===== src/hdl/mks_pkg.sv =====
// Package for the matrix keypad scanner: sizes, phase codes, register
// indexes and the structs shared by the scanner modules. No dependencies.
`default_nettype none

package mks_pkg;

  localparam int unsigned NumColumns   = 3;
  localparam int unsigned NumRows      = 4;
  localparam int unsigned SweepPauseMs = 5;

  localparam int unsigned ColW  = (NumColumns > 1) ? $clog2(NumColumns) : 1;
  localparam int unsigned RowW  = (NumRows > 1) ? $clog2(NumRows) : 1;
  localparam int unsigned CfgIdxW  = 2;
  localparam int unsigned CfgDataW = 16;

  localparam logic [ColW-1:0] LastCol = ColW'(NumColumns - 1);
  localparam logic [RowW-1:0] LastRow = RowW'(NumRows - 1);
  localparam logic [7:0]      PauseMs = 8'(SweepPauseMs);

  typedef enum logic [CfgIdxW-1:0] {
    REG_DEBOUNCE    = 2'd0,
    REG_TIMEOUT     = 2'd1,
    REG_PRESS_LEVEL = 2'd2
  } reg_idx_e;

  typedef enum logic [4:0] {
    PH_IDLE     = 5'b00001,
    PH_CHECK    = 5'b00010,
    PH_DEBOUNCE = 5'b00100,
    PH_RELEASE  = 5'b01000,
    PH_PAUSE    = 5'b10000
  } phase_e;

  typedef struct packed {
    logic [7:0]  debounce_ms;
    logic [15:0] timeout_ms;
    logic        press_level;
  } cfg_t;

  typedef struct packed {
    logic       start_req;
    logic       ms_tick;
    logic [3:0] row_levels;
  } item_t;

  typedef struct packed {
    logic [2:0] column_drive;
    logic       busy_res;
    logic       key_valid;
    logic [3:0] key_code;
    logic       timed_out;
  } res_t;

endpackage

`default_nettype wire


===== src/hdl/mks_if.sv =====
// Handshake interfaces for the keypad scanner: input items, result items
// and configuration writes. Depends on mks_pkg.
`default_nettype none

interface mks_in_if;
  logic       valid;
  logic       ready;
  logic       start_req;
  logic       ms_tick;
  logic [3:0] row_levels;
  modport source (output valid, output start_req, output ms_tick, output row_levels,
                  input ready);
  modport sink (input valid, input start_req, input ms_tick, input row_levels,
                output ready);
endinterface

interface mks_out_if;
  logic       valid;
  logic       ready;
  logic [2:0] column_drive;
  logic       busy_res;
  logic       key_valid;
  logic [3:0] key_code;
  logic       timed_out;
  modport source (output valid, output column_drive, output busy_res, output key_valid,
                  output key_code, output timed_out, input ready);
  modport sink (input valid, input column_drive, input busy_res, input key_valid,
                input key_code, input timed_out, output ready);
endinterface

interface mks_cfg_if;
  logic                         valid;
  logic                         ready;
  logic [mks_pkg::CfgIdxW-1:0]  index;
  logic [mks_pkg::CfgDataW-1:0] data;
  modport source (output valid, output index, output data, input ready);
  modport sink (input valid, input index, input data, output ready);
endinterface

`default_nettype wire


===== src/hdl/mks_cfg_regs.sv =====
// Configuration register file of the keypad scanner.
// Depends on mks_pkg.
`default_nettype none

module mks_cfg_regs (
  input  wire logic                         clk_i,
  input  wire logic                         rst_ni,
  input  wire logic                         wr_en_i,
  input  wire logic [mks_pkg::CfgIdxW-1:0]  wr_idx_i,
  input  wire logic [mks_pkg::CfgDataW-1:0] wr_data_i,
  output mks_pkg::cfg_t                     cfg_o
);
  import mks_pkg::*;

  cfg_t cfg_q, cfg_d;

  always_comb begin
    cfg_d = cfg_q;
    if (wr_en_i) begin
      unique case (reg_idx_e'(wr_idx_i))
        REG_DEBOUNCE:    cfg_d.debounce_ms = wr_data_i[7:0];
        REG_TIMEOUT:     cfg_d.timeout_ms  = wr_data_i[15:0];
        REG_PRESS_LEVEL: cfg_d.press_level = wr_data_i[0];
        default:         cfg_d = cfg_q;
      endcase
    end
  end

  always_ff @(posedge clk_i or negedge rst_ni) begin
    if (!rst_ni) begin
      cfg_q.debounce_ms <= 8'd20;
      cfg_q.timeout_ms  <= 16'd0;
      cfg_q.press_level <= 1'b0;
    end else begin
      cfg_q <= cfg_d;
    end
  end

  assign cfg_o = cfg_q;

endmodule

`default_nettype wire


===== src/hdl/mks_fsm.sv =====
// Scan state machine of the keypad scanner: takes one item per accepted
// handshake and forms its result. Depends on mks_pkg.
`default_nettype none

module mks_fsm (
  input  wire logic   clk_i,
  input  wire logic   rst_ni,
  input  wire logic   accept_i,
  input  wire mks_pkg::item_t item_i,
  input  wire mks_pkg::cfg_t  cfg_i,
  output mks_pkg::res_t  res_o
);
  import mks_pkg::*;

  phase_e          phase_q, phase_d;
  logic [ColW-1:0] col_q, col_d;
  logic [RowW-1:0] row_q, row_d;
  logic [7:0]      wait_q, wait_d;
  logic [15:0]     elapsed_q, elapsed_d;

  logic       pressed;
  logic [7:0] wait_inc;
  logic [15:0] elapsed_inc;
  logic [7:0] key_sum;

  assign pressed  = (item_i.row_levels[row_q] == cfg_i.press_level);
  assign wait_inc = wait_q + 8'd1;
  assign elapsed_inc = (elapsed_q == 16'hFFFF) ? elapsed_q : elapsed_q + 16'd1;
  assign key_sum  = 8'(NumColumns) * 8'(row_q) + 8'(col_q) + 8'd1;

  always_comb begin
    phase_d   = phase_q;
    col_d     = col_q;
    row_d     = row_q;
    wait_d    = wait_q;
    elapsed_d = elapsed_q;
    res_o     = '0;

    unique case (phase_q)
      PH_CHECK, PH_DEBOUNCE: begin
        if (phase_q == PH_CHECK && pressed) begin
          wait_d  = 8'd0;
          phase_d = PH_DEBOUNCE;
        end else if (phase_q == PH_DEBOUNCE && wait_q < cfg_i.debounce_ms) begin
          if (item_i.ms_tick) wait_d = wait_inc;
        end else if (phase_q == PH_DEBOUNCE && pressed) begin
          phase_d = PH_RELEASE;
        end else if (row_q != LastRow) begin
          row_d   = row_q + RowW'(1);
          phase_d = PH_CHECK;
        end else if (col_q != LastCol) begin
          row_d   = '0;
          col_d   = col_q + ColW'(1);
          phase_d = PH_CHECK;
        end else begin
          row_d   = '0;
          col_d   = '0;
          wait_d  = 8'd0;
          phase_d = PH_PAUSE;
        end
      end
      PH_RELEASE: begin
        if (!pressed) begin
          res_o.key_valid = 1'b1;
          res_o.key_code  = key_sum[3:0];
          phase_d         = PH_IDLE;
        end
      end
      PH_PAUSE: begin
        if (item_i.ms_tick) begin
          wait_d    = wait_inc;
          elapsed_d = elapsed_inc;
          if (wait_inc >= PauseMs) begin
            wait_d = 8'd0;
            if (cfg_i.timeout_ms != 16'd0 && elapsed_inc >= cfg_i.timeout_ms) begin
              res_o.timed_out = 1'b1;
              phase_d         = PH_IDLE;
            end else begin
              col_d   = '0;
              row_d   = '0;
              phase_d = PH_CHECK;
            end
          end
        end
      end
      default: begin
        phase_d = PH_IDLE;
        if (item_i.start_req) begin
          col_d     = '0;
          row_d     = '0;
          wait_d    = 8'd0;
          elapsed_d = 16'd0;
          phase_d   = PH_CHECK;
        end
      end
    endcase

    res_o.busy_res = (phase_d != PH_IDLE);
    if (phase_d != PH_IDLE && phase_d != PH_PAUSE && 32'(col_d) < 32'd3) begin
      res_o.column_drive = 3'(3'd1 << col_d);
    end
  end

  always_ff @(posedge clk_i or negedge rst_ni) begin
    if (!rst_ni) begin
      phase_q   <= PH_IDLE;
      col_q     <= '0;
      row_q     <= '0;
      wait_q    <= 8'd0;
      elapsed_q <= 16'd0;
    end else if (accept_i) begin
      phase_q   <= phase_d;
      col_q     <= col_d;
      row_q     <= row_d;
      wait_q    <= wait_d;
      elapsed_q <= elapsed_d;
    end
  end

endmodule

`default_nettype wire


===== src/hdl/mks_out_reg.sv =====
// Result register of the keypad scanner; holds one finished item while the
// sink stalls and lets the next item in as it is taken. Depends on mks_pkg.
`default_nettype none

module mks_out_reg (
  input  wire logic  clk_i,
  input  wire logic  rst_ni,
  input  wire logic  in_valid_i,
  output logic       in_ready_o,
  input  wire mks_pkg::res_t res_i,
  output logic       out_valid_o,
  input  wire logic  out_ready_i,
  output mks_pkg::res_t res_o
);
  import mks_pkg::*;

  logic valid_q;
  res_t res_q;

  assign in_ready_o  = !valid_q || out_ready_i;
  assign out_valid_o = valid_q;
  assign res_o       = res_q;

  always_ff @(posedge clk_i or negedge rst_ni) begin
    if (!rst_ni) begin
      valid_q <= 1'b0;
    end else if (in_ready_o) begin
      valid_q <= in_valid_i;
    end
  end

  always_ff @(posedge clk_i) begin
    if (in_valid_i && in_ready_o) begin
      res_q <= res_i;
    end
  end

endmodule

`default_nettype wire


===== src/hdl/matrix_keypad_scanner_unit.sv =====
// Top level of the 3x4 matrix keypad scanner: configuration registers,
// scan state machine and result register. Depends on mks_pkg and mks_if.
// The result of an item is registered and shown in the cycle after it is accepted.
// Throughput: one item per cycle unless the result register is full and the sink stalls;
// the result register alone sets the pace. Reset: asynchronous, active low; idle phase,
// counters zero, registers at their defaults (debounce 20, timeout 0, press level 0), no result held.
`default_nettype none

module matrix_keypad_scanner_unit (
  input  wire logic clk_i,
  input  wire logic rst_ni,
  mks_in_if.sink    in_s,
  mks_out_if.source out_m,
  mks_cfg_if.sink   cfg_s
);
  import mks_pkg::*;

  cfg_t  cfg;
  item_t item;
  res_t  res_d, res_q;
  logic  in_ready;
  logic  out_valid;

  assign cfg_s.ready = 1'b1;
  assign in_s.ready  = in_ready;

  assign item.start_req  = in_s.start_req;
  assign item.ms_tick    = in_s.ms_tick;
  assign item.row_levels = in_s.row_levels;

  mks_cfg_regs u_cfg (
    .clk_i     (clk_i),
    .rst_ni    (rst_ni),
    .wr_en_i   (cfg_s.valid),
    .wr_idx_i  (cfg_s.index),
    .wr_data_i (cfg_s.data),
    .cfg_o     (cfg)
  );

  mks_fsm u_fsm (
    .clk_i    (clk_i),
    .rst_ni   (rst_ni),
    .accept_i (in_s.valid && in_ready),
    .item_i   (item),
    .cfg_i    (cfg),
    .res_o    (res_d)
  );

  mks_out_reg u_out (
    .clk_i       (clk_i),
    .rst_ni      (rst_ni),
    .in_valid_i  (in_s.valid),
    .in_ready_o  (in_ready),
    .res_i       (res_d),
    .out_valid_o (out_valid),
    .out_ready_i (out_m.ready),
    .res_o       (res_q)
  );

  assign out_m.valid        = out_valid;
  assign out_m.column_drive = res_q.column_drive;
  assign out_m.busy_res     = res_q.busy_res;
  assign out_m.key_valid    = res_q.key_valid;
  assign out_m.key_code     = res_q.key_code;
  assign out_m.timed_out    = res_q.timed_out;

endmodule

`default_nettype wire


===== src/flat_wrapper.sv =====
// flat-port wrapper written by rule: the top's interface ports become plain ports
module matrix_keypad_scanner_unit_flat import mks_pkg::*;
  (clk_i, rst_ni, in_s_valid, in_s_start_req, in_s_ms_tick, in_s_row_levels, in_s_ready, out_m_valid, out_m_column_drive, out_m_busy_res, out_m_key_valid, out_m_key_code, out_m_timed_out, out_m_ready, cfg_s_valid, cfg_s_index, cfg_s_data, cfg_s_ready);
  mks_in_if in_s_i ();
  mks_out_if out_m_i ();
  mks_cfg_if cfg_s_i ();
  input  wire logic clk_i;
  input  wire logic rst_ni;
  input wire logic [$bits(in_s_i.valid)-1:0] in_s_valid;
  input wire logic [$bits(in_s_i.start_req)-1:0] in_s_start_req;
  input wire logic [$bits(in_s_i.ms_tick)-1:0] in_s_ms_tick;
  input wire logic [$bits(in_s_i.row_levels)-1:0] in_s_row_levels;
  output wire logic [$bits(in_s_i.ready)-1:0] in_s_ready;
  output wire logic [$bits(out_m_i.valid)-1:0] out_m_valid;
  output wire logic [$bits(out_m_i.column_drive)-1:0] out_m_column_drive;
  output wire logic [$bits(out_m_i.busy_res)-1:0] out_m_busy_res;
  output wire logic [$bits(out_m_i.key_valid)-1:0] out_m_key_valid;
  output wire logic [$bits(out_m_i.key_code)-1:0] out_m_key_code;
  output wire logic [$bits(out_m_i.timed_out)-1:0] out_m_timed_out;
  input wire logic [$bits(out_m_i.ready)-1:0] out_m_ready;
  input wire logic [$bits(cfg_s_i.valid)-1:0] cfg_s_valid;
  input wire logic [$bits(cfg_s_i.index)-1:0] cfg_s_index;
  input wire logic [$bits(cfg_s_i.data)-1:0] cfg_s_data;
  output wire logic [$bits(cfg_s_i.ready)-1:0] cfg_s_ready;
  assign in_s_i.valid = in_s_valid;
  assign in_s_i.start_req = in_s_start_req;
  assign in_s_i.ms_tick = in_s_ms_tick;
  assign in_s_i.row_levels = in_s_row_levels;
  assign in_s_ready = in_s_i.ready;
  assign out_m_valid = out_m_i.valid;
  assign out_m_column_drive = out_m_i.column_drive;
  assign out_m_busy_res = out_m_i.busy_res;
  assign out_m_key_valid = out_m_i.key_valid;
  assign out_m_key_code = out_m_i.key_code;
  assign out_m_timed_out = out_m_i.timed_out;
  assign out_m_i.ready = out_m_ready;
  assign cfg_s_i.valid = cfg_s_valid;
  assign cfg_s_i.index = cfg_s_index;
  assign cfg_s_i.data = cfg_s_data;
  assign cfg_s_ready = cfg_s_i.ready;
  matrix_keypad_scanner_unit u_core (.clk_i(clk_i), .rst_ni(rst_ni), .in_s(in_s_i), .out_m(out_m_i), .cfg_s(cfg_s_i));
endmodule

===== config.mk =====
export PLATFORM = sky130hd
export DESIGN_NAME = matrix_keypad_scanner_unit_flat
export DESIGN_NICKNAME = d
export VERILOG_FILES = /design/src/hdl/mks_pkg.sv /design/src/hdl/mks_if.sv /design/src/hdl/mks_cfg_regs.sv /design/src/hdl/mks_fsm.sv /design/src/hdl/mks_out_reg.sv /design/src/hdl/matrix_keypad_scanner_unit.sv /design/src/flat_wrapper.sv
export SDC_FILE = /design/constraint.sdc
export NUM_CORES = 1
export LEC_CHECK = 0
export BUFFER_PORTS_ARGS = -buffer_cell sky130_fd_sc_hd__buf_2
export CAP_MARGIN = 20
export CORE_MARGIN = 3
export CORE_UTILIZATION = 50
export CTS_CLUSTER_SIZE = 8
export DETAILED_ROUTE_END_ITERATION = 7
export GPL_TIMING_DRIVEN = 0
export PLACE_DENSITY = 0.69
export RECOVER_POWER = 50
export SYNTH_ARGS = -nofsm -noshare
export SYNTH_HDL_FRONTEND = slang
export SYNTH_HIERARCHICAL = 1
export SYNTH_SLANG_ARGS = --single-unit

===== constraint.sdc =====
create_clock -name clk_i -period 6.7 [get_ports clk_i]
set_input_delay 1.34 -clock clk_i [delete_from_list [all_inputs] [get_ports clk_i]]
set_output_delay 1.34 -clock clk_i [all_outputs]
set_load 0.1 [all_outputs]

# Yosys cells after proc, flatten, opt, wreduce, memory -nomap -nowiden
# Index checks and enable logic that the tools add are counted.
[op_classes] n_eq_ne=22 multipliers=1 n_shift=1 order_cmp=5 bitwise_logic=2 muxes=48 add_sub_neg=6 reduce_logical=23 div_mod_pow=0
[ops] op="8-bit two-way mux" n=9
[ops] op="16-bit two-way mux" n=3
[ops] op="5-bit two-way mux" n=9
[ops] op="2-bit two-way mux" n=19
[ops] op="16-bit one-hot mux with 2 select lines" n=1
[ops] op="8-bit one-hot mux with 3 select lines" n=1
[ops] op="16-bit by 1-bit adder with 16-bit output (second input constant)" n=1
[ops] op="16-bit equality test (second input constant)" n=1
[ops] op="16-bit greater-or-equal comparator" n=1
[ops] op="2-bit != test (second input constant)" n=8
[ops] op="4-bit != test (second input constant)" n=4
[ops] op="16-bit nonzero test" n=1
[ops] op="5-bit one-hot mux with 3 select lines" n=1
[ops] op="2-bit one-hot mux with 3 select lines" n=2
[ops] op="9-bit AND reduction" n=1
[ops] op="8-bit by 1-bit adder with 8-bit output (second input constant)" n=1
[ops] op="8-bit by 3-bit greater-or-equal comparator with 1-bit output (second input constant)" n=1
[ops] op="8-bit < comparator" n=1
[ops] op="8-bit AND reduction" n=1
[ops] op="1-bit logical AND" n=7
[ops] op="2-bit AND reduction" n=3
[ops] op="5-bit by 2-bit equality test with 1-bit output (second input constant)" n=1
[ops] op="5-bit by 3-bit equality test with 1-bit output (second input constant)" n=1
[ops] op="5-bit by 4-bit equality test with 1-bit output (second input constant)" n=1
[ops] op="other kinds (25)" n=29
[totals] word_cells=122 latchBits=0 ramBits=0 output_inout_bits=13 inputBits=29 romBits=0 register_bits=69 memories=0

# Depth between registers and ports, before layout
# Gate-level depths: netlist of run 1.
[depth] depth_word=11 depth_mapped=15 mapped_depth_nobuf=14

# Cells and area by module
# The synthesis of run 1 kept the hierarchy.
[by_module_without_submodules] module="mks_fsm" instances=1 cells_each=361 area_per_inst_um2=2949.1 seq_area_each_um2=827.0
[by_module_without_submodules] module="mks_cfg_regs" instances=1 cells_each=54 area_per_inst_um2=967.2 seq_area_each_um2=628.1
[by_module_without_submodules] module="mks_out_reg" instances=1 cells_each=14 area_per_inst_um2=354.1 seq_area_each_um2=325.3
[by_module_without_submodules] module="matrix_keypad_scanner_unit" instances=1 cells_each=3 area_per_inst_um2=17.5 seq_area_each_um2=0.0

# Least setup slack after synthesis of run 1
# OpenSTA, ideal clock, no wires.
[synth_timing] path_type="reg-to-reg" startpoint="register u_core.u_fsm.elapsed_q[4]" endpoint="register u_core.u_fsm.row_q[0]" path_slack_ns=2.983 required_ns=6.575 t_arrival_ns=3.593 n_path_buf=1 path_stages_with_launch=16 setup_ns=0.125 synth_period_minus_slack_ns=3.717 path_cell_list="dfrtp_1 buf_2 and4_1 nand4_1 nor4_4 nor2_2 and4_1 xor2_1 ha_1 nand2_1 nor3_1 nand3b_1 a41o_1 a21oi_1 and4bb_2 mux2_2"
[synth_between] elab_chain_len=6 word_cells_on_any_way=7 classes_between="1 x add/sub; 1 x order compare; 2 x eq/ne; 1 x mux; 2 x reduce/logical"
[synth_rtl] item="from (decl)" line="mks_fsm.sv:19" rtl="logic [15:0] elapsed_q, elapsed_d;"
[synth_rtl] item="from (signal assigned)" line="mks_fsm.sv:116" rtl="elapsed_q <= elapsed_d;"
[synth_rtl] item="16-bit by 1-bit adder with 16-bit output / 16-bit equality test (equally long branches)" line="mks_fsm.sv:28" rtl="assign elapsed_inc = (elapsed_q == 16'hFFFF) ? elapsed_q : elapsed_q + 16'd1;"
[synth_rtl] item="16-bit two-way mux (*)" line="mks_fsm.sv:28"
[synth_rtl] item="16-bit greater-or-equal comparator (*)" line="mks_fsm.sv:75" rtl="if (cfg_i.timeout_ms != 16'd0 && elapsed_inc >= cfg_i.timeout_ms) begin"
[synth_rtl] item="1-bit logical AND (*)" line="mks_fsm.sv:75"
[synth_rtl] item="2-bit != test (no line) (*)"
[synth_rtl] item="9-bit AND reduction (no line) (*)"
[synth_rtl] item="to (signal assigned)" line="mks_fsm.sv:114" rtl="row_q <= row_d;"
[synth_rtl] item="to (decl)" line="mks_fsm.sv:17" rtl="logic [RowW-1:0] row_q, row_d;"
# Every way passes the cells marked *; elsewhere a longest branch is shown, timed or not.
# A chain may end at the register's enable or synchronous reset.

# Worst setup path in the final report of run 1
[layout_timing] startpoint="register u_core.u_fsm.elapsed_q[4]" endpoint="register u_core/u_out/res_o[8] (netlist name)"
[layout_between] elab_chain_len=11 word_cells_on_any_way=19 classes_between="1 x add/sub; 2 x order compare; 3 x eq/ne; 1 x shift; 9 x mux; 3 x reduce/logical"
[layout_rtl] item="16-bit by 1-bit adder with 16-bit output / 16-bit equality test (equally long branches)" line="mks_fsm.sv:28"
[layout_rtl] item="16-bit two-way mux (*)" line="mks_fsm.sv:28"
[layout_rtl] item="16-bit greater-or-equal comparator (*)" line="mks_fsm.sv:75"
[layout_rtl] item="1-bit logical AND (*)" line="mks_fsm.sv:75"
[layout_rtl] item="2-bit two-way mux" line="mks_fsm.sv:75"
[layout_rtl] item="5-bit two-way mux" line="mks_fsm.sv:73" rtl="if (wait_inc >= PauseMs) begin"
[layout_rtl] item="5-bit two-way mux" line="mks_fsm.sv:70" rtl="if (item_i.ms_tick) begin"
[layout_rtl] item="5-bit one-hot mux with 3 select lines" line="mks_fsm.sv:39" rtl="unique case (phase_q)"
[layout_rtl] item="5-bit by 1-bit != test with 1-bit output / 5-bit != test (equally long branches)" line="mks_fsm.sv:99" rtl="if (phase_d != PH_IDLE && phase_d != PH_PAUSE && 32'(col_d) < 32'd3) begin"
[layout_rtl] item="1-bit logical AND (2 in a row)" line="mks_fsm.sv:99"
# Marked as above.

==> results of run 1 <==
## path summary, 6_finish.rpt
path / start / endpoint / depth (start not counted)
min in group asynchronous: rst_ni / u_core/u_cfg/cfg_o[12] / 1
max: u_core/u_fsm/elapsed_q[4] / u_core/u_out/res_o[8] / 15
min reg2reg: u_core/u_cfg/cfg_o[18] / u_core/u_cfg/cfg_o[18] / 1
max in group asynchronous: rst_ni / u_core/u_fsm/phase_q[3] / 2
max reg2reg: u_core/u_fsm/elapsed_q[4] / u_core/u_out/res_o[8] / 15
min: u_core/u_cfg/cfg_o[18] / u_core/u_cfg/cfg_o[18] / 1
## cell type report
| class | count | area [µm²] | area share [%] |
|---|---|---|---|
| tap | 105 | 131 | 2.75 |
| clock inverter | 1 | 5.00 | 0.105 |
| timing repair buffer | 41 | 201 | 4.22 |
| multi-input combinational | 319 | 2310 | 48.3 |
| clock buffer | 14 | 173 | 3.62 |
| sequential | 69 | 1780 | 37.3 |
| inverter | 35 | 131 | 2.75 |
| buffer | 9 | 46.3 | 0.969 |
## kinds of logic (layout without fill, tap and decap cells)
kind of cell / after synthesis / in the layout / synth area share [%]
multiplexers: 32 / 32 / 8.55
AND/OR/NAND/NOR: 144 / 144 / 18.6
buffers and inverters: 44 / 100 / 4.14
AO/OA/AOI/OAI: 94 / 94 / 14.1
other: 1 / 1 / 0.0875
flip-flops: 69 / 69 / 41.5
XOR/XNOR: 16 / 16 / 3.27
adder cells (fa/ha/maj): 32 / 32 / 9.69
## per-layer routing
layer | vias up | routed length [µm] | part of all wire, % | track usage (%)
li1 | 1689 | - | - | -
met1 | 1611 | 4290 | 48 | 27.9
met2 | 62 | 4190 | 47 | 30.7
met3 | 7 | 387 | 4.3 | 4.25
met4 | 0 | 86 | 0.96 | 4.20
met5 | - | 0 | 0 | 0
## stage by stage
| stage | area, µm² | total power [µW] | instances | worst slack (ns) |
|---|---|---|---|---|
| 3_3_place_gp | 4620 | 831 | 577 | 2.37 |
| 2_1_floorplan | 4290 | 763 | 432 | 2.98 |
| 5_1_grt | 4780 | 1240 | 593 | 1.85 |
| 3_5_place_dp | 4640 | 848 | 578 | 2.31 |
| 6_report | 4780 | 1150 | 593 | 2.26 |
| 4_1_cts | 4820 | 1160 | 593 | 2.28 |
## cells in the mapped netlist, types with 4 or more instances
| library cell | instances | area [µm²] |
|---|---|---|
| a31oi_1 | 10 | 62.6 |
| xnor2_1 | 6 | 52.6 |
| nand2_1 | 35 | 131 |
| nor3_1 | 13 | 65.1 |
| a22o_1 | 7 | 61.3 |
| inv_1 | 35 | 131 |
| and3_1 | 7 | 43.8 |
| nand2b_1 | 8 | 50.1 |
| edfxtp_1 | 10 | 300 |
| o22ai_1 | 5 | 31.3 |
| o21ai_0 | 23 | 115 |
| clkbuf_1 | 6 | 22.5 |
| a21oi_1 | 22 | 110 |
| ha_1 | 30 | 375 |
| and2_1 | 4 | 25.0 |
| nand3_1 | 15 | 75.1 |
| and4_1 | 5 | 43.8 |
| nor4_1 | 4 | 25.0 |
| xor2_1 | 10 | 87.6 |
| mux2_2 | 27 | 304 |
| mux2i_1 | 4 | 40.0 |
| nor2_1 | 26 | 97.6 |
| dfrtp_1 | 56 | 1400 |
| nand4_1 | 5 | 31.3 |
## power groups by stage
stage	clock network (µW)	registers (µW)	logic [µW]
6_report	311	528	311
5_1_grt	344	536	355
4_1_cts	318	528	316
3_5_place_dp	0	536	313
3_3_place_gp	0	533	297
2_1_floorplan	0	560	202
## flip-flops by register name, summed over array words and instances, names as in the netlist
name	count
u_core/u_fsm/row_q	2
u_core/u_fsm/elapsed_q	16
u_core/u_fsm/col_q	2
u_core/u_out/out_valid_o	1
u_core/u_cfg/cfg_o	25
u_core/u_fsm/wait_q	8
u_core/u_out/res_o	10
u_core/u_fsm/phase_q	5
## worst register-to-register path, stage by stage (launching register included)
cell	delay, ns
dfrtp_1	0.32
buf_2	0.19
and4_1	0.29
nand4_1	0.27
nor4_4	0.66
nor2_2	0.18
and4_1	0.28
xor2_1	0.17
ha_1	0.29
nand2_1	0.06
nor3_1	0.25
nand3b_1	0.11
a41o_1	0.30
a21oi_1	0.36
o311ai_0	0.24
and4b_1	0.23
## layout by cell type (no fill, tap or decap), drive strengths merged, types with 9 or more instances in the layout
master,n
edfxtp,10
buf,41
inv,35
ha,30
nand2,35
a21oi,22
o21ai,24
nand3,15
nand2b,9
clkbuf,23
xor2,10
mux2,27
nor2,27
a31oi,10
nor3,13
dfrtp,56
==> run summary, run 1 <==
post-layout util - 57.8%
CTS tree - yes
post-route ant nets - 0
Fill cells - 770
TritonCTS buffer count - 9
net load switching power - 384 µW
failing checks - max-capacitance violations, max-slew violations
routed wire length - 8950 µm
initial drt markers - 119
Crit path buffers/inverters - 1
largest net degree at the start of global routing - 35
Max transition margin - -18.7%
crit share post-route - 66.3%
total die area - 9720 µm²
post-CTS sizing - 0
Cells after Synth - 432
Fin Hold WS - 0.509 ns
leakage - 0.00223 µW
Final Max Tran Viols - 35
EDFF count, synth - 10
sequential share of the synthesized area - 41.5%
1st-pass router iterations - 5
CORE AREA - 8260 µm²
minimum clock period after layout - 4.44 ns
sequential share of power - 45.9%
clock sink total - 69
Post-Syn Nets - 493
status - finished, violations left
crit path max-delay cell type - nor4_4
Post-Syn Area - 4290 µm²
kind of critical path - reg -> reg
Initial Util - 51.9%
DP HPWL - 6760 µm
cell-internal power - 764 µW
critical path's largest stage delay - 0.66 ns
setup TNS - 0 ns
Post-CTS Repair Setup Buffers - 0
Async SR Flop Fraction - 85.5%
PwrDens - 241 nW/µm²
gr usage total - 19.5%
Worst Hold Class - reg -> reg
Avg Cell Area, Syn - 9.93 µm²
Synth Flop Type - dfrtp_1
Worst EP required - 6.78 ns
CTS clock-pin slew for the worst setup and hold paths - 0.07 ns
IO Port Bufs - 40
endpoints failing setup - 0
RSZ-0062 raised after global routing - false
Sw Ratio - 33.5%
clk_skew - 0.00647 ns
MaxCap Viol Count - 1
grt ovf - 0
Antenna diodes - 0
io pins - 42
Routed WL per cell - 15.1 µm
Chip Height - 98.6 µm
area growth from synthesis to layout - 11.4%
row count - 33
Synth cell types - 63
FMAX - 225 MHz
Crit path arrival time - 4.52 ns
CP Cell Sequence - buf_2 -> and4_1 -> nand4_1 -> nor4_4 -> nor2_2 -> and4_1 -> xor2_1 -> ha_1 -> nand2_1 -> nor3_1 -> nand3b_1 -> a41o_1 -> a21oi_1 -> o311ai_0 -> and4b_1
Post-CTS Hold Buffers - 0
htree depth - 3
Slew @ Worst Pin - 1.78 ns
Die W - 98.6 µm
Worst path most repeated cell - and4_1
Via density - 5.68
# DRC - 0
Peak VDD IR - 146 µV
Nets - 545
clk_lat worst skew - 0.33 ns
CP delay by family, top - simple AND/OR/NAND/NOR gates
Clock power frac - 27.0%
vias in the first global route - 3,266
first-pass GRT wire length - 15,500 µm
Crit. End Element - flop
Synth Register Bits - 69
r2r setup slk - 2.26 ns
root buf cell - clkbuf_8
initial antenna violation count - 0
share of cells above drive strength 1 - 18.4%
CP Max Fanout - 10
Clock Path Buffers - 2
final hold violations - 0
RD Place Congestion - 0.837
CP startpoint kind - flop
Via Count - 3,369
combinational share of power - 27.0%
Synth Warn # - 6
Note: power is estimated with default switching activity, not from simulation.
==> inputs of run 2 (changes only) <==
==> constraint.sdc (replaced) <==
create_clock -name clk_i -period 4.5 [get_ports clk_i]
set_input_delay 0.9 -clock clk_i [delete_from_list [all_inputs] [get_ports clk_i]]
set_output_delay 0.9 -clock clk_i [all_outputs]
set_load 0.1 [all_outputs]
==> run 2 against run 1 <==
The flow still finishes with violations (max-capacitance violations, max-slew violations). Die area is the same. Sequential cell count is the same. Cell count grew 0.51%. Clock power grew 49%. Global-route usage is the same. Sequential power grew 49%. Worst hold slack is essentially flat. Combinational power grew 49%. Critical endpoint unchanged.
==> run summary, run 2 (synthesis results as in run 1) <==
status - finished, violations left
failing checks - max-capacitance violations, max-slew violations
Antenna diodes - 0 (unchanged)
DP HPWL - 6760 µm (unchanged)
RSZ-0062 raised after global routing - false
setup TNS - 0 ns (unchanged)
gr usage total - 19.5% (unchanged)
IO Port Bufs - 40 (unchanged)
kind of critical path - reg -> reg
CORE AREA - 8260 µm² (unchanged)
crit share post-route - 90.1% (+24 points)
Worst Hold Class - reg -> reg
post-route ant nets - 0 (unchanged)
FMAX - 247 MHz (+9.5%)
RD Place Congestion - 0.837 (unchanged)
Final Max Tran Viols - 35 (unchanged)
Via density - 5.69 (about the same)
Via Count - 3,389 (+0.59%)
grt ovf - 0 (unchanged)
placed cell area - 4640 µm² (unchanged)
vias in the first global route - 3,266 (unchanged)
root buf cell - clkbuf_8
leakage - 0.00225 µW (+0.73%)
Initial Util - 51.9% (unchanged)
Largest register FFs - 25 (unchanged)
routed wire length - 9000 µm (+0.55%)
hold wc startpoint - u_core/u_cfg/cfg_o[18]
Chip Height - 98.6 µm (unchanged)
Setup WS pre-CTS - 0.110 ns (-2.20 ns)
Pwr Total - 1710 µW (+49%)
clk_skew - 0.00647 ns (+0.000000360 ns)
htree depth - 3 (unchanged)
TritonCTS buffer count - 9 (unchanged)
Max transition margin - -18.7% (-0.056 points)
PwrDens - 357 nW/µm² (+48%)
Final Worst Setup Slack - 0.447 ns (-1.81 ns)
post-CTS sizing - 0 (unchanged)
clock sink total - 69 (unchanged)
most common cell after layout, fill and taps aside - dfrtp_1
Nets - 548 (+0.55%)
CP startpoint kind - flop
Slew @ Worst Pin - 1.78 ns (+0.000838 ns)
Crit path arrival time - 4.14 ns (-0.38 ns)
minimum clock period after layout - 4.05 ns (-0.386 ns)
share of cells above drive strength 1 - 18.9% (+0.50 points)
# DRC - 0 (unchanged)
r2r setup slk - 0.45 ns (-1.81 ns)
endpoints failing setup - 0 (unchanged)
Clock Path Buffers - 2 (unchanged)
initial antenna violation count - 0 (unchanged)
CP Max Fanout - 9 (-1)
Worst EP required - 4.59 ns (-2.19 ns)
total die area - 9720 µm² (unchanged)
Crit. End Element - flop
Worst R2R Start - u_core/u_fsm/elapsed_q[4]
most frequent cells in the layout - 56 x dfrtp_1, 39 x buf_2, 35 x nand2_1, 35 x inv_1, 30 x ha_1
row count - 33 (unchanged)
area growth from synthesis to layout - 11.9%
final hold violations - 0 (unchanged)
largest net degree at the start of global routing - 35 (unchanged)
CTS tree - yes
io pins - 42 (unchanged)
first-pass GRT wire length - 15,500 µm (unchanged)
Fill cells - 767 (-0.39%)
Routed WL per cell - 15.1 µm (about the same)
initial drt markers - 146 (+23%)
worst setup path start - u_core/u_fsm/elapsed_q[4]
Peak VDD IR - 217 µV (+49%)
Die W - 98.6 µm (unchanged)
1st-pass router iterations - 4 (-1)
MaxCap Viol Count - 1 (unchanged)
Post-CTS Hold Buffers - 0 (unchanged)
Post-CTS Repair Setup Buffers - 0 (unchanged)
design area - 4800 µm² (+0.47%)
clk_lat worst skew - 0.33 ns (about the same)
CTS clock-pin slew for the worst setup and hold paths - 0.07 ns (about the same)
run 2: changes by cell type in the layout (fill, tap and decap cells not counted), sizes merged:
cell | before | now
buf | 41 | 44
run 2: stage by stage:
step                utilization, %  hold slack [ns]  cells
global route                  58.1            0.536    596
CTS                           58.3            0.513    593
detailed placement            56.2            0.497    578
finish                        58.1            0.509    596
floorplan                        -            0.481    432
global placement              55.9            0.495    577
run 2: path summary, 6_finish.rpt:
kind	endpoint	depth (start not counted)
min in group asynchronous	u_core/u_cfg/cfg_o[12]	1
min	u_core/u_cfg/cfg_o[18]	1
max	u_core/u_out/res_o[8]	16
min reg2reg	u_core/u_cfg/cfg_o[18]	1
max reg2reg	u_core/u_out/res_o[8]	16
max in group asynchronous	u_core/u_fsm/phase_q[3]	2
run 2: worst max-delay path, cell delays in order, from the launching register on:
cell and delay [ns]:
dfrtp_1 0.32, buf_2 0.19, and4_1 0.29, nand4_1 0.26, nor4_4 0.21, buf_4 0.20, nor2_2 0.09, and4_1 0.25
xor2_1 0.17, ha_1 0.29, nand2_1 0.06, nor3_1 0.24, nand3b_1 0.11, a41o_1 0.30, a21oi_1 0.36, o311ai_0 0.24
and4b_1 0.23
run 2: layer usage:
metal	GRT usage [%]	share of wire, %	vias up
met4	4.20	1.0	0
li1	-	-	1696
met5	0	0	-
met3	4.25	4.6	9
met1	27.9	48	1614
met2	30.7	46	70
run 2: power breakdown:
group,switching [µW],leakage [µW],total (µW),internal [µW]
Sequential,72.1,0.000849,786,714
Clock,221,0.0000926,464,242
Combinational,280,0.00131,463,182
run 2: layout make-up:
type | instances | area [µm²] | share of cell area (%)
Buffer | 9 | 46.3 | 0.965
Clock buffer | 14 | 173 | 3.60
Clock inverter | 1 | 5.00 | 0.104
Inverter | 35 | 131 | 2.74
Multi-Input combinational cell | 319 | 2310 | 48.1
Sequential cell | 69 | 1780 | 37.1
Tap cell | 105 | 131 | 2.74
Timing Repair Buffer | 44 | 224 | 4.67
==> inputs of run 3 (changes only) <==
--- a/config.mk
+++ b/config.mk
@@ -8,11 +8,10 @@
 export BUFFER_PORTS_ARGS = -buffer_cell sky130_fd_sc_hd__buf_2
 export CAP_MARGIN = 20
 export CORE_MARGIN = 3
-export CORE_UTILIZATION = 50
+export CORE_UTILIZATION = 25
 export CTS_CLUSTER_SIZE = 8
 export DETAILED_ROUTE_END_ITERATION = 7
 export GPL_TIMING_DRIVEN = 0
-export PLACE_DENSITY = 0.69
 export RECOVER_POWER = 50
 export SYNTH_ARGS = -nofsm -noshare
 export SYNTH_HDL_FRONTEND = slang
==> run 3 against run 2 <==
The run still ends with max-capacitance violations, max-slew violations left. Global-route usage decreased by 8.5 points. First-iteration DRC count increased by 42%. Register-to-register slack got worse by 0.04 ns. Via count increased by 1.8%. Critical path type unchanged. Worst hold slack got worse by 0.0020 ns. Power increased by 17%.
==> run summary, run 3 (synthesis results as in run 1) <==
status - finished, violations left
failing checks - max-capacitance violations, max-slew violations
Via Count - 3,450 (+1.8%)
Max transition margin - -39.9% (-21 points)
post-route ant nets - 0 (unchanged)
Register Area - 1780 µm² (unchanged)
row count - 47 (+42%)
Crit. End Element - flop
setup TNS - 0 ns (unchanged)
Die W - 137 µm (+39%)
Worst Hold Class - reg -> reg
largest net degree at the start of global routing - 39 (+11%)
clk_skew - 0.00497 ns (-0.00151 ns)
htree depth - 3 (unchanged)
IO Port Bufs - 40 (unchanged)
endpoints failing setup - 0 (unchanged)
Worst EP required - 4.59 ns (about the same)
root buf cell - clkbuf_16
Worst R2R Start - u_core/u_fsm/elapsed_q[4]
crit share post-route - 91.0% (+0.96 points)
Peak VDD IR - 224 µV (+3.4%)
CTS clock-pin slew for the worst setup and hold paths - 0.06 ns (about the same)
share of cells above drive strength 1 - 19.3% (+0.37 points)
Reg-to-Reg End - u_core/u_out/res_o[8]
r2r setup slk - 0.40 ns (-0.04 ns)
total die area - 18,800 µm² (+93%)
Post-CTS Hold Buffers - 0 (unchanged)
Hold Crit Endpoint - u_core/u_cfg/cfg_o[17]
Largest register FFs - 25 (unchanged)
Slew @ Worst Pin - 2.10 ns (+0.318 ns)
kind of critical path - reg -> reg
GRT busiest layer - met2
grt met3 use - 2.43% (-1.8 points)
Reg2Reg Depth - 16 (unchanged)
Crit path arrival time - 4.19 ns (+0.05 ns)
CP Max Fanout - 9 (unchanged)
initial antenna violation count - 0 (unchanged)
routed wire length - 9620 µm (+6.9%)
DP HPWL - 7390 µm (+9.3%)
vias in the first global route - 3,296 (+0.92%)
hold wc startpoint - u_core/u_cfg/cfg_o[17]
most frequent cells in the layout - 56 x dfrtp_1, 39 x buf_2, 35 x nand2_1, 35 x inv_1, 30 x ha_1
CTS tree - yes
initial drt markers - 207 (+42%)
final hold violations - 0 (unchanged)
minimum clock period after layout - 4.10 ns (+0.0430 ns)
Fin Hold WS - 0.507 ns (-0.00197 ns)
hold path depth - 1 (unchanged)
PwrDens - 394 nW/µm² (+10%)
clk_lat worst skew - 0.34 ns (about the same)
1st-pass router iterations - 4 (unchanged)
MaxCap Viol Count - 1 (unchanged)
met2 usage - 15.9% (-15 points)
grt ovf - 0 (unchanged)
area growth from synthesis to layout - 18.6%
CP startpoint kind - flop
Chip Height - 137 µm (+39%)
met1 Use GR - 15.8% (-12 points)
first-pass GRT wire length - 16,400 µm (+6.0%)
clock sink total - 69 (unchanged)
leakage - 0.00231 µW (+2.6%)
Via density - 4.85 (-15%)
gr usage total - 11.0% (-8.5 points)
# DRC - 0 (unchanged)
Antenna diodes - 0 (unchanged)
RD Place Congestion - 0.842 (+0.65%)
TritonCTS buffer count - 9 (unchanged)
Clock Path Buffers - 2 (unchanged)
io pins - 42 (unchanged)
RSZ-0062 raised after global routing - false
most common cell after layout, fill and taps aside - dfrtp_1
Routed WL per cell - 13.5 µm (-11%)
Fill cells - 1,779 (+130%)
Nets - 548 (unchanged)
CORE AREA - 16,700 µm² (+100%)
Initial Util - 25.7% (-26 points)
Final Max Tran Viols - 39 (+11%)
FMAX - 244 MHz (-1.0%)
area of the multi-input gates - 2310 µm² (about the same)
-- run 3: power by group --
part / leakage [µW] / switching (µW) / internal (µW)
Combinational: 0.00131 / 281 / 183
Sequential: 0.000849 / 75.0 / 715
Clock: 0.000150 / 272 / 479
-- run 3: layer usage --
metal / vias up / share of wire [%]
met5: - / 0
met1: 1662 / 49
met2: 80 / 44
met4: 0 / 2.0
li1: 1695 / -
met3: 13 / 5.1
-- run 3: through the flow --
step / cell area (µm²) / util [%] / worst slack [ns] / std cells / power (µW)
2_1_floorplan: 4290 / - / 0.783 / 432 / 1140
3_3_place_gp: 4760 / 28.5 / 0.0966 / 692 / 1240
3_5_place_dp: 4780 / 28.6 / 0.0504 / 693 / 1270
4_1_cts: 5100 / 30.6 / 0.00510 / 709 / 2030
5_1_grt: 5090 / 30.5 / 0.0537 / 712 / 2130
6_report: 5090 / 30.5 / 0.404 / 712 / 2000
-- run 3: layout make-up --
cell class	count	share of cell area, %
inverter	35	2.58
clock inverter	4	1.06
buffer	9	0.910
tap	220	5.41
clock buffer	12	5.26
sequential	69	35.0
timing repair buffer	44	4.40
multi-input combinational	319	45.4
-- run 3: worst max-delay path: stages (launching register included) --
cell,delay (ns)
dfrtp_1,0.31
buf_2,0.19
and4_1,0.29
nand4_1,0.27
nor4_4,0.21
buf_4,0.20
nor2_2,0.09
and4_1,0.25
xor2_1,0.17
ha_1,0.29
nand2_1,0.05
nor3_1,0.24
nand3b_1,0.11
a41o_1,0.31
a21oi_1,0.37
o311ai_0,0.24
and4b_1,0.24
-- run 3: timing repair --
item | CTS | global route
buffers inserted | 0 | 3
gates resized for setup | 0 | 1
setup endpoints to repair | 0 | 8
hold endpoints to repair | 0 | 0
-- run 3: how the worst max path moves through the flow --
stage,from,end,cells after the start
final,u_core/u_fsm/elapsed_q[4],u_core/u_out/res_o[8],16
after floorplan,u_core/u_fsm/elapsed_q[4],u_core/u_fsm/row_q[0],15
after global routing,u_core/u_fsm/elapsed_q[4],u_core/u_out/res_o[7],14
after detailed placement,u_core/u_fsm/elapsed_q[4],u_core/u_out/res_o[8],15
after CTS,u_core/u_fsm/elapsed_q[4],u_core/u_out/res_o[8],15
after global placement,u_core/u_fsm/elapsed_q[4],u_core/u_out/res_o[8],15
